### src/sv/fdmp_pkg.sv
`timescale 1ns / 1ps
`default_nettype none
// ----------------------------------------------------------------------------
// Framed decimal message parser package
// Shared constants, register map and result types for the frame parser.
// ----------------------------------------------------------------------------
package fdmp_pkg;

    localparam int BUFFER_DIGITS = 4;

    localparam int RX_BYTE_W = 8;
    localparam int VALUE_W   = 14;
    localparam int DIGITS_W  = 3;
    localparam int S_TDATA_W = 8;
    localparam int M_TDATA_W = 24;

    localparam int CFG_ADDR_W = 3;
    localparam int CFG_DATA_W = 32;

    localparam logic [CFG_ADDR_W-1:0] ADDR_MAX_DIGITS = 3'd0;
    localparam logic [DIGITS_W-1:0]   MAX_DIGITS_RESET = 3'd4;

    localparam logic [RX_BYTE_W-1:0] CH_START = 8'h40;
    localparam logic [RX_BYTE_W-1:0] CH_END   = 8'h24;
    localparam logic [RX_BYTE_W-1:0] CH_ZERO  = 8'h30;
    localparam logic [RX_BYTE_W-1:0] CH_NINE  = 8'h39;

    typedef struct packed {
        logic [DIGITS_W-1:0] frame_digits;
        logic [VALUE_W-1:0]  frame_value;
    } fdmp_result_t;

    typedef struct packed {
        logic                in_frame;
        logic [DIGITS_W-1:0] digit_count;
    } fdmp_status_t;

endpackage : fdmp_pkg
`default_nettype wire

### src/sv/fdmp_parser.sv
`timescale 1ns / 1ps
`default_nettype none
// ----------------------------------------------------------------------------
// Frame parser stage
// Registers each received byte, then updates the frame state and forms a
// result when a terminator closes a frame holding at least one digit.
// ----------------------------------------------------------------------------
module fdmp_parser
    import fdmp_pkg::*;
(
    input  wire logic                 clk,
    input  wire logic                 rst_n,
    input  wire logic                 s_tvalid,
    output logic                      s_tready,
    input  wire logic [RX_BYTE_W-1:0] rx_byte,
    input  wire logic [DIGITS_W-1:0]  digit_limit,
    input  wire logic                 out_free,
    output logic                      res_valid,
    output fdmp_result_t              res,
    output fdmp_status_t              status
);

    logic                 in_valid_reg;
    logic [RX_BYTE_W-1:0] in_byte_reg;
    logic                 in_frame_reg;
    logic                 in_frame_next;
    logic [DIGITS_W-1:0]  count_reg;
    logic [DIGITS_W-1:0]  count_next;
    logic [VALUE_W-1:0]   accum_reg;
    logic [VALUE_W-1:0]   accum_next;
    logic                 is_digit;
    logic                 emit;
    logic                 advance;
    logic [VALUE_W-1:0]   digit_val;

    assign is_digit  = (in_byte_reg >= CH_ZERO) && (in_byte_reg <= CH_NINE);
    assign digit_val = VALUE_W'(in_byte_reg - CH_ZERO);
    assign emit      = in_frame_reg && (in_byte_reg == CH_END) && (count_reg != '0);
    assign advance   = in_valid_reg && (!emit || out_free);
    assign s_tready  = !in_valid_reg || advance;
    assign res_valid = in_valid_reg && emit && out_free;
    assign res       = '{frame_digits: count_reg, frame_value: accum_reg};
    assign status    = '{in_frame: in_frame_reg, digit_count: count_reg};

    always_comb
    begin
        in_frame_next = in_frame_reg;
        count_next    = count_reg;
        accum_next    = accum_reg;
        if (in_frame_reg)
        begin
            if (emit || !is_digit)
            begin
                in_frame_next = 1'b0;
                count_next    = '0;
                accum_next    = '0;
            end
            else if (count_reg < digit_limit)
            begin
                accum_next = (accum_reg << 3) + (accum_reg << 1) + digit_val;
                count_next = count_reg + 1'b1;
            end
        end
        if (in_byte_reg == CH_START)
        begin
            in_frame_next = 1'b1;
            count_next    = '0;
            accum_next    = '0;
        end
    end

    always_ff @(posedge clk or negedge rst_n)
    begin
        if (!rst_n)
        begin
            in_valid_reg <= 1'b0;
            in_frame_reg <= 1'b0;
            count_reg    <= '0;
            accum_reg    <= '0;
        end
        else
        begin
            if (advance)
            begin
                in_frame_reg <= in_frame_next;
                count_reg    <= count_next;
                accum_reg    <= accum_next;
            end
            if (s_tready)
            begin
                in_valid_reg <= s_tvalid;
            end
        end
    end

    always_ff @(posedge clk)
    begin
        if (s_tready && s_tvalid)
        begin
            in_byte_reg <= rx_byte;
        end
    end

endmodule : fdmp_parser
`default_nettype wire

### src/sv/fdmp_result_reg.sv
`timescale 1ns / 1ps
`default_nettype none
// ----------------------------------------------------------------------------
// Result register
// Holds one completed frame until the downstream side takes the transaction.
// ----------------------------------------------------------------------------
module fdmp_result_reg
    import fdmp_pkg::*;
(
    input  wire logic                 clk,
    input  wire logic                 rst_n,
    input  wire logic                 res_valid,
    input  wire fdmp_result_t         res,
    output logic                      out_free,
    output logic                      m_tvalid,
    input  wire logic                 m_tready,
    output logic [M_TDATA_W-1:0]      m_tdata
);

    logic         valid_reg;
    fdmp_result_t data_reg;

    assign out_free = !valid_reg || m_tready;
    assign m_tvalid = valid_reg;
    assign m_tdata  = M_TDATA_W'(data_reg);

    always_ff @(posedge clk or negedge rst_n)
    begin
        if (!rst_n)
        begin
            valid_reg <= 1'b0;
        end
        else if (out_free)
        begin
            valid_reg <= res_valid;
        end
    end

    always_ff @(posedge clk)
    begin
        if (out_free && res_valid)
        begin
            data_reg <= res;
        end
    end

endmodule : fdmp_result_reg
`default_nettype wire

### src/sv/framed_decimal_message_parser_core.sv
`timescale 1ns / 1ps
`default_nettype none
// ----------------------------------------------------------------------------
// Framed decimal message parser core
// Parses '@' digits '$' frames from a byte stream into a decimal value and
// its digit count, with the digit limit set through an APB register.
// ----------------------------------------------------------------------------
// Datapath: a byte is registered, then parsed into the result register,
// which holds the result transaction for the downstream side.
// Throughput: one byte per cycle, limited only by the result register when
// the downstream side stalls.
// Reset: asynchronous, active low; clears the frame state and the digit
// limit returns to four.
module framed_decimal_message_parser_core
    import fdmp_pkg::*;
(
    input  wire logic                  clk,
    input  wire logic                  rst_n,
    input  wire logic                  s_tvalid,
    output logic                       s_tready,
    input  wire logic [S_TDATA_W-1:0]  s_tdata,   // [7:0] rx_byte
    output logic                       m_tvalid,
    input  wire logic                  m_tready,
    output logic [M_TDATA_W-1:0]       m_tdata,   // [13:0] frame_value, [16:14] frame_digits
    input  wire logic                  psel,
    input  wire logic                  penable,
    input  wire logic                  pwrite,
    input  wire logic [CFG_ADDR_W-1:0] paddr,
    input  wire logic [CFG_DATA_W-1:0] pwdata,
    output logic [CFG_DATA_W-1:0]      prdata,
    output logic                       pready
);

    logic [DIGITS_W-1:0] max_digits_reg;
    logic [DIGITS_W-1:0] digit_limit;
    logic                out_free;
    logic                res_valid;
    fdmp_result_t        res;
    fdmp_status_t        status;

    assign pready = 1'b1;
    assign prdata = (paddr == ADDR_MAX_DIGITS) ? CFG_DATA_W'(max_digits_reg) : '0;

    assign digit_limit = (32'(max_digits_reg) > BUFFER_DIGITS) ?
                         DIGITS_W'(BUFFER_DIGITS) : max_digits_reg;

    always_ff @(posedge clk or negedge rst_n)
    begin
        if (!rst_n)
        begin
            max_digits_reg <= MAX_DIGITS_RESET;
        end
        else if (psel && penable && pwrite && pready && (paddr == ADDR_MAX_DIGITS))
        begin
            max_digits_reg <= pwdata[DIGITS_W-1:0];
        end
    end

    fdmp_parser u_parser (
        .clk         (clk),
        .rst_n       (rst_n),
        .s_tvalid    (s_tvalid),
        .s_tready    (s_tready),
        .rx_byte     (s_tdata[RX_BYTE_W-1:0]),
        .digit_limit (digit_limit),
        .out_free    (out_free),
        .res_valid   (res_valid),
        .res         (res),
        .status      (status)
    );

    fdmp_result_reg u_result (
        .clk       (clk),
        .rst_n     (rst_n),
        .res_valid (res_valid),
        .res       (res),
        .out_free  (out_free),
        .m_tvalid  (m_tvalid),
        .m_tready  (m_tready),
        .m_tdata   (m_tdata)
    );

    a_count_in_limit: assert property (@(posedge clk) disable iff (!rst_n)
        status.digit_count <= DIGITS_W'(BUFFER_DIGITS))
        else $error("Digit count exceeds the buffer size.");

    a_idle_count_clear: assert property (@(posedge clk) disable iff (!rst_n)
        !status.in_frame |-> (status.digit_count == '0))
        else $error("Digit count not cleared outside a frame.");

    a_result_digits: assert property (@(posedge clk) disable iff (!rst_n)
        res_valid |=> (m_tvalid && (m_tdata[16:14] != '0) &&
                       (m_tdata[16:14] <= DIGITS_W'(BUFFER_DIGITS))))
        else $error("Result transaction carries an invalid digit count.");

    a_frame_closes: assert property (@(posedge clk) disable iff (!rst_n)
        res_valid |=> ((status.digit_count == '0) ||
                       ($past(s_tready && s_tvalid) && ($past(s_tdata) == CH_START))))
        else $error("Frame state not cleared after a result.");

endmodule : framed_decimal_message_parser_core
`default_nettype wire
### config.mk
export PLATFORM = sky130hd
export DESIGN_NAME = framed_decimal_message_parser_core
export DESIGN_NICKNAME = d
export VERILOG_FILES = /design/src/sv/fdmp_pkg.sv /design/src/sv/fdmp_parser.sv /design/src/sv/fdmp_result_reg.sv /design/src/sv/framed_decimal_message_parser_core.sv
export SDC_FILE = /design/constraint.sdc
export NUM_CORES = 1
export LEC_CHECK = 0
export BUFFER_PORTS_ARGS = -buffer_cell sky130_fd_sc_hd__buf_4
export CAP_MARGIN = 20
export CORE_MARGIN = 1
export CORE_UTILIZATION = 39
export DETAILED_ROUTE_END_ITERATION = 6
export GPL_TIMING_DRIVEN = 0
export PLACE_DENSITY = 0.77
export SLEW_MARGIN = 20
export SYNTH_ARGS = -nofsm -noshare
export SYNTH_HDL_FRONTEND = slang
export SYNTH_SLANG_ARGS = --single-unit
### constraint.sdc
create_clock -name clk -period 3.3 [get_ports clk]
set_input_delay 0.33 -clock clk [delete_from_list [all_inputs] [get_ports clk]]
set_output_delay 0.33 -clock clk [all_outputs]
set_load 0.005 [all_outputs]
### After elaboration in Yosys (flattened, before gate mapping)

Cells that the tools add are included.

* register bits: 48
* bits in latches: 0
* memory bits (writable): 0
* ROM bits: 0
* input port bits: 50
* output and inout bits: 59
* logic and storage cells: 56
* memories: 0

* $add $sub $neg: 4
* multipliers: 0
* divide/modulo/power cells: 0
* order comparisons: 4
* eq/ne operators: 2
* shift-type cells: 0
* mux-type cells: 13
* bitwise gates (word level): 0
* reductions and logical operators: 24

Operators with widths (number)
* 14-bit two-way mux: 4
* 14-bit adder: 2
* 3-bit two-way mux: 6
* 1-bit logical AND: 11
* 8-bit by 6-bit subtractor with 9-bit output (second input constant): 1
* 8-bit by 6-bit equality test with 1-bit output (second input constant): 1
* 8-bit by 7-bit equality test with 1-bit output (second input constant): 1
* 8-bit by 6-bit greater-or-equal comparator with 1-bit output (second input constant): 1
* 8-bit by 6-bit less-or-equal comparator with 1-bit output (second input constant): 1
* 3-bit nonzero test: 2
* 1-bit logical NOT: 4
* 1-bit logical OR: 4
* 3-bit by 1-bit adder with 3-bit output (second input constant): 1
* 3-bit greater-than comparator (second input constant): 1
* 3-bit logical NOT: 1
* 3-bit less-than comparator: 1
* 1-bit two-way mux: 3
* 3-bit AND reduction: 1
* 2-bit nonzero test: 1

### Longest topological paths before layout

Gate-level depths: netlist of the first run.

* depth after elaboration: 8
* depth in mapped cells: 12

### Modules after synthesis

A second synthesis of the first run with hierarchy kept.

* cell total of the unflattened synthesis: 247
* area, all modules: 3045.4 um^2

Modules (own cells, without submodules)
* fdmp_parser: instances 1, cells each 172, area each 2010.7 um^2
* fdmp_result_reg: instances 1, cells each 29, area each 620.6 um^2
* framed_decimal_message_parser_core: instances 1, cells each 46, area each 414.1 um^2

### Least setup slack after synthesis of the first run

No wires, ideal clock.

* path type: register to register
* from: register u_parser.in_byte_reg[4]
* to: register u_parser.accum_reg[13]
* setup time: 119 ps
* data arrival time: 3134 ps
* required time: 3181 ps
* slack: 47 ps
* cell stages (with the launch flop): 10
* clock period less this slack: 3253 ps
* cell sequence: edfxtp_1 > ha_1 > nor3_1 > fa_1 > ha_1 > o21ai_0 > a221o_1 > a311oi_1 > xnor2_1 > o21ai_2

* word-level cells in the longest chain between the ends: 7
* elaborated cells between the ends (all ways): 21

RTL lines
* start: declaration: RTL line fdmp_parser.sv:24 `logic [RX_BYTE_W-1:0] in_byte_reg;`
* start signal: assignment: RTL line fdmp_parser.sv:100 `in_byte_reg <= rx_byte;`
* parallel branches: the longest is 7 deep, another holds 14-bit adder
* end signal: assignment: RTL line fdmp_parser.sv:87 `accum_reg <= accum_next;`
* end: declaration: RTL line fdmp_parser.sv:29 `logic [VALUE_W-1:0] accum_reg;`

Several ways; the timed one is not identified. The select of a mux whose other input is x is not followed.
A chain may end at the register's enable or synchronous reset.

### Worst setup path after layout of the first run

Ends and elaborated chain as after synthesis.

==> metrics, run 1 <==
sequential area share after synthesis 44.0%; top post-synthesis cells by area edfxtp_1 (25%), dfrtp_1 (18%), buf_4 (9.5%); Power Dens Cells 498 nW/um2; DR iter-0 viols 139; clock slew at reported path FFs 100 ps; gr usage total 14.0%; commonest non-fill, non-tap cells in the layout buf_4 (82), conb_1 (37), inv_1 (27), edfxtp_1 (25), dfrtp_1 (22); fillers 683; Syn Std Cell Area 3020 um2; Synth Flop Type edfxtp_1; clock skew 12.8 ps; adder-cell area share of the yosys netlist 15.6%; Port Buffers 42; GRT Residual Overflow 0; CTS Root Cell clkbuf_8; DR vias/cell 4.47; slew of the pin with the lowest slew margin 827 ps; Simple-Gate Fraction of Synth Area 9.87%; DRT Pass-1 Iters 4; LEAKAGE 1.77 nW; Final Max Tran Viols 0; most common cell after layout, fill and taps aside buf_4; Yosys top cell by area edfxtp_1; #FFs+latches synth 48; Max VDD drop 0.259 mV; Tcrit/Tclk final 94.5%; IO Pins 109; H-tree levels 2; Skew-Pair Late Insertion Delay 310 ps; max reg flops 17; Num CTS Buffers 5; post-layout util 51.0%; setup violators final 0; DRT Wirelength 5.24 mm; post-synthesis mux area share 1.08%; CTS tree yes; crit-path max FO 5; setup total negative slack 0 ps; die height 90.0 um; largest family of logic cells by synthesized area adder cells; mean area per synthesized cell 11.2 um2; post-route worst setup slack 182 ps; Final Hold Fails 0; Initial Util 41.0%; hold crit path type in2reg; antenna violations before repair 0; GPL Wtd Cong 0.864; CTS Buffer Depth 2; Worst Setup End Kind register; placed inst area 3590 um2; vias in the first global route 2003; ant diodes 0; layout cell share with drive strength beyond 1 31.4%; Required @ worst endpoint 3500 ps; Post-Synthesis Cells 269; R2R setup slack 180 ps; area grow syn2layout 24.4%; xor and xnor area share after synthesis 3.77%; Die W 90.0 um; Net count, final 437; drt drc 0; Yosys cell types 49; status complete, no violations; fmax 0.321 GHz; Synth Area in Compound Gates 12.1%; Setup crit start kind register; min cycle time layout 3120 ps; Slew HR 44.8%; total power 1.87 mW; # rows 31; largest net degree at the start of global routing 24; worst slack, placed -501 ps; Post-synth EDFFs 25; global-route wire length before repair 9.09 mm; DP HPWL 4.23 mm; Core Region 7370 um2; Die ar. 8090 um2; routed length per placed instance 11.5 um; Synth top area share 24.9%; FFs w/ async S/R, synth 47.9%; fin area 3750 um2; vias post-DR 2040; Synth Warn # 0; Setup CP Type reg2reg; ANT nets after route 0; clock sink count 48; Max-Cap Viols 0; Arr. time, crit path 3310 ps
final cells by class:
type / count / area, um2 / area share [%]
Sequential cell: 48 / 1330 / 35.4
Inverter: 28 / 105 / 2.80
Tap cell: 99 / 124 / 3.30
Clock inverter: 2 / 38.8 / 1.03
Timing Repair Buffer: 45 / 340 / 9.06
Multi-Input combinational cell: 189 / 1440 / 38.4
Clock buffer: 6 / 82.6 / 2.20
Buffer: 39 / 297 / 7.90
worst max-delay path, stage by stage (launching register included):
cell      delay (ps)
edfxtp_1         480
ha_1             320
xor2_1           180
fa_1             500
inv_1             40
ha_1             340
o211ai_1         110
o21a_1           210
a221o_1          360
a311oi_2         250
xnor2_1          170
o21ai_2           60
routing by layer:
metal  wire length (um)  track usage (%)
met1               2350             17.0
met2               2490             24.6
met3                323             2.96
met4                 81             5.38
met5                  0                0
worst paths after layout:
path / start / to / cells after the start
min reg2reg: u_parser.accum_reg[13]$_DFFE_PN0P_ / u_result.m_tdata[13]$_DFFE_PP_ / 0
min in group asynchronous: rst_n / u_parser.accum_reg[11]$_DFFE_PN0P_ / 2
min: s_tdata[7] / u_parser.in_byte_reg[7]$_DFFE_PP_ / 1
max in group asynchronous: rst_n / max_digits_reg[2]$_DFFE_PN1P_ / 2
max: u_parser.in_byte_reg[4]$_DFFE_PP_ / u_parser.accum_reg[13]$_DFFE_PN0P_ / 11
max reg2reg: u_parser.in_byte_reg[4]$_DFFE_PP_ / u_parser.accum_reg[13]$_DFFE_PN0P_ / 11
through the flow:
stage | hold slack, ps | cells
final | 191 | 456
after global routing | 188 | 456
after CTS | 192 | 454
after detailed placement | 244 | 445
after global placement | 239 | 445
after floorplan | 34.4 | 304
repair_timing:
action | in CTS | in global routing
pin swaps | 0 | 1
endpoints found under the hold margin | 22 | 0
endpoints found under the setup margin | 5 | 2
setup buffers | 0 | 2
hold buffers | 1 | 0
resized for setup | 2 | 1
Yosys cell counts, types with 3 or more instances:
master	number
xnor2_1	8
ha_1	20
edfxtp_1	25
nand3_1	3
a21oi_1	9
nand2_1	20
inv_1	27
a21o_1	3
a211oi_1	3
o21a_1	3
nor3_1	4
o211ai_1	3
buf_4	38
and2_1	4
fa_1	11
nor2b_1	4
dfrtp_1	22
o21ai_2	7
nor2_1	9
xor2_1	5
o21ai_0	7
cell families (layout without fill, tap and decap cells):
kind of cell,count (synthesis),count (layout)
buf+inv,67,120
simple gates,55,55
compound gates,50,50
flops,48,48
fa+ha+maj,31,31
xor+xnor,13,13
mux,3,3
other cells,2,37
report_power, final:
| part | internal (mW) | switching (mW) |
|---|---|---|
| Combinational | 0.323 | 0.388 |
| Sequential | 0.675 | 0.0401 |
| Clock | 0.248 | 0.196 |
(Power assumes the default switching activity.)
==> inputs of run 2 (changes only) <==
SYNTH_HIERARCHICAL = 1   (was default)
==> run 2 against run 1 <==
Compared with the run above:
- sequential share of layout area up 0.32 points
- register-to-register slack worse by 30 ps
- non-clock buffer count up 2
- final area down 0.90%
- setup slack worse by 26 ps
- core utilization down 0.46 points
- maximum frequency down 0.84%
- global-route usage down 0.12 points
- clock skew down 3.2 ps
- critical path type unchanged
- largest cell class unchanged
==> metrics, run 2 <==
LEAKAGE 1.84 nW; DRT Wirelength 5.24 mm; Port Buffers 42; die height 89.9 um; combinational share of power 17.8%; H-tree levels 2; crit-path max FO 4; largest net degree at the start of global routing 24; Die W 89.9 um; Synth Warn # 6; Final Hold Fails 0; IO Pins 109; Max VDD drop 0.158 mV; post-layout util 50.5%; setup violators final 0; fillers 653; min cycle time layout 3140 ps; DR iter-0 viols 132; GPL Wtd Cong 0.858; Sequential Power Share 54.6%; Worst R2R Start u_parser/in_byte_reg[5]$_DFFE_PP_; clock sink count 48; R2R setup slack 160 ps; most common cell after layout, fill and taps aside buf_4; internal power 0.914 mW; antenna violations before repair 0; clock slew at reported path FFs 80 ps; commonest non-fill, non-tap cells in the layout buf_4 (81), conb_1 (37), edfxtp_1 (25), dfrtp_1 (22), ha_1 (20); max reg flops 17; Max-Cap Viols 0; clock skew 9.62 ps; Worst Setup SP u_parser/in_byte_reg[5]$_DFFE_PP_; sw frac 25.8%; Required @ worst endpoint 3490 ps; vias post-DR 2011; GRT Residual Overflow 0; worst hold start s_tdata[7]; fin area 3720 um2; RSZ-0062 raised after global routing no; # rows 31; Tcrit/Tclk final 95.3%; Setup crit start kind register; Num CTS Buffers 5; Syn Std Cell Area 3020 um2; Skew-Pair Late Insertion Delay 300 ps; worst slack, placed -161 ps; routed length per placed instance 12.2 um; Core Region 7370 um2; hold crit path type in2reg; layout cell share with drive strength beyond 1 35.8%; Post-Synthesis Cells 243; area grow syn2layout 23.4%; clock network power share 27.6%; Hold Slack 205 ps; drt drc 0; DP HPWL 4.00 mm; Arr. time, crit path 3330 ps; Setup CP Type reg2reg; ANT nets after route 0; Final Max Tran Viols 0; gr usage total 13.9%; Power Dens Cells 331 nW/um2; placed inst area 3590 um2; fmax 0.318 GHz; post-route worst setup slack 156 ps; vias in the first global route 1977; Worst Setup End Kind register; DRT Pass-1 Iters 4; status complete, no violations; DR vias/cell 4.69; CTS Root Cell clkbuf_8; CTS tree yes; total power 1.23 mW; switching power total 0.318 mW; Net count, final 410; ant diodes 0; mean area per synthesized cell 12.4 um2; Initial Util 40.9%; Die ar. 8090 um2; global-route wire length before repair 9.03 mm; CTS Buffer Depth 2
## run 2: area by class of cell
type	instances	area [um2]	area share (%)
repair buffers	45	340	9.15
flip-flops and latches	48	1330	35.7
clock inverters	3	18.8	0.504
multi-input cells	179	1480	39.9
inverters	9	33.8	0.908
well taps	99	124	3.33
plain buffers	41	324	8.71
clock buffers	5	68.8	1.85
## run 2: worst max-delay path, stage by stage, from the launching register on
cell and delay (ps):
edfxtp_1 440, ha_1 290, nor3_4 290, fa_1 470, ha_1 370, a21o_1 220
o41ai_2 430, o21ai_0 170, xor2_1 160, a22o_1 200
## run 2: final timing paths
check / end / cells after the start
hold reg to reg: u_result/m_tdata[13]$_DFFE_PP_ / 0
setup / recovery: u_parser/accum_reg[12]$_DFFE_PN0P_ / 9
hold / removal: u_parser/in_byte_reg[7]$_DFFE_PP_ / 1
min in group asynchronous: u_parser/accum_reg[8]$_DFFE_PN0P_ / 2
setup reg to reg: u_parser/accum_reg[12]$_DFFE_PN0P_ / 9
max in group asynchronous: max_digits_reg[2]$_DFFE_PN1P_ / 2
## run 2: per-stage QoR
stage | std cells | setup TNS, ps
floorplan | 277 | 0
global placement | 418 | -142
detailed placement | 418 | -161
CTS | 427 | 0
global route | 429 | 0
finish | 429 | 0
## run 2: layer usage
| metal | GRT usage [%] | vias up | routed length [um] |
|---|---|---|---|
| met1 | 17.4 | 939 | 2230 |
| met4 | 7.26 | 0 | 146 |
| met2 | 22.2 | 87 | 2480 |
| met5 | 0 | - | 0 |
| met3 | 3.64 | 12 | 383 |
| li1 | - | 973 | - |
## run 2: power groups by stage
stage	sequential, mW	combinational, mW	clock, mW
detailed placement	0.685	0.209	0
floorplan	0.678	0.161	0
CTS	0.673	0.213	0.352
finish	0.673	0.219	0.340
global placement	0.684	0.205	0
global route	0.678	0.245	0.375
## run 2: what timing repair did
item,CTS,global route
pin swaps,0,1
hold buffers,1,0
gates cloned,0,0
endpoints found under the setup margin,1,2
setup buffers,0,2
gates resized for setup,2,1
endpoints found under the hold margin,22,0
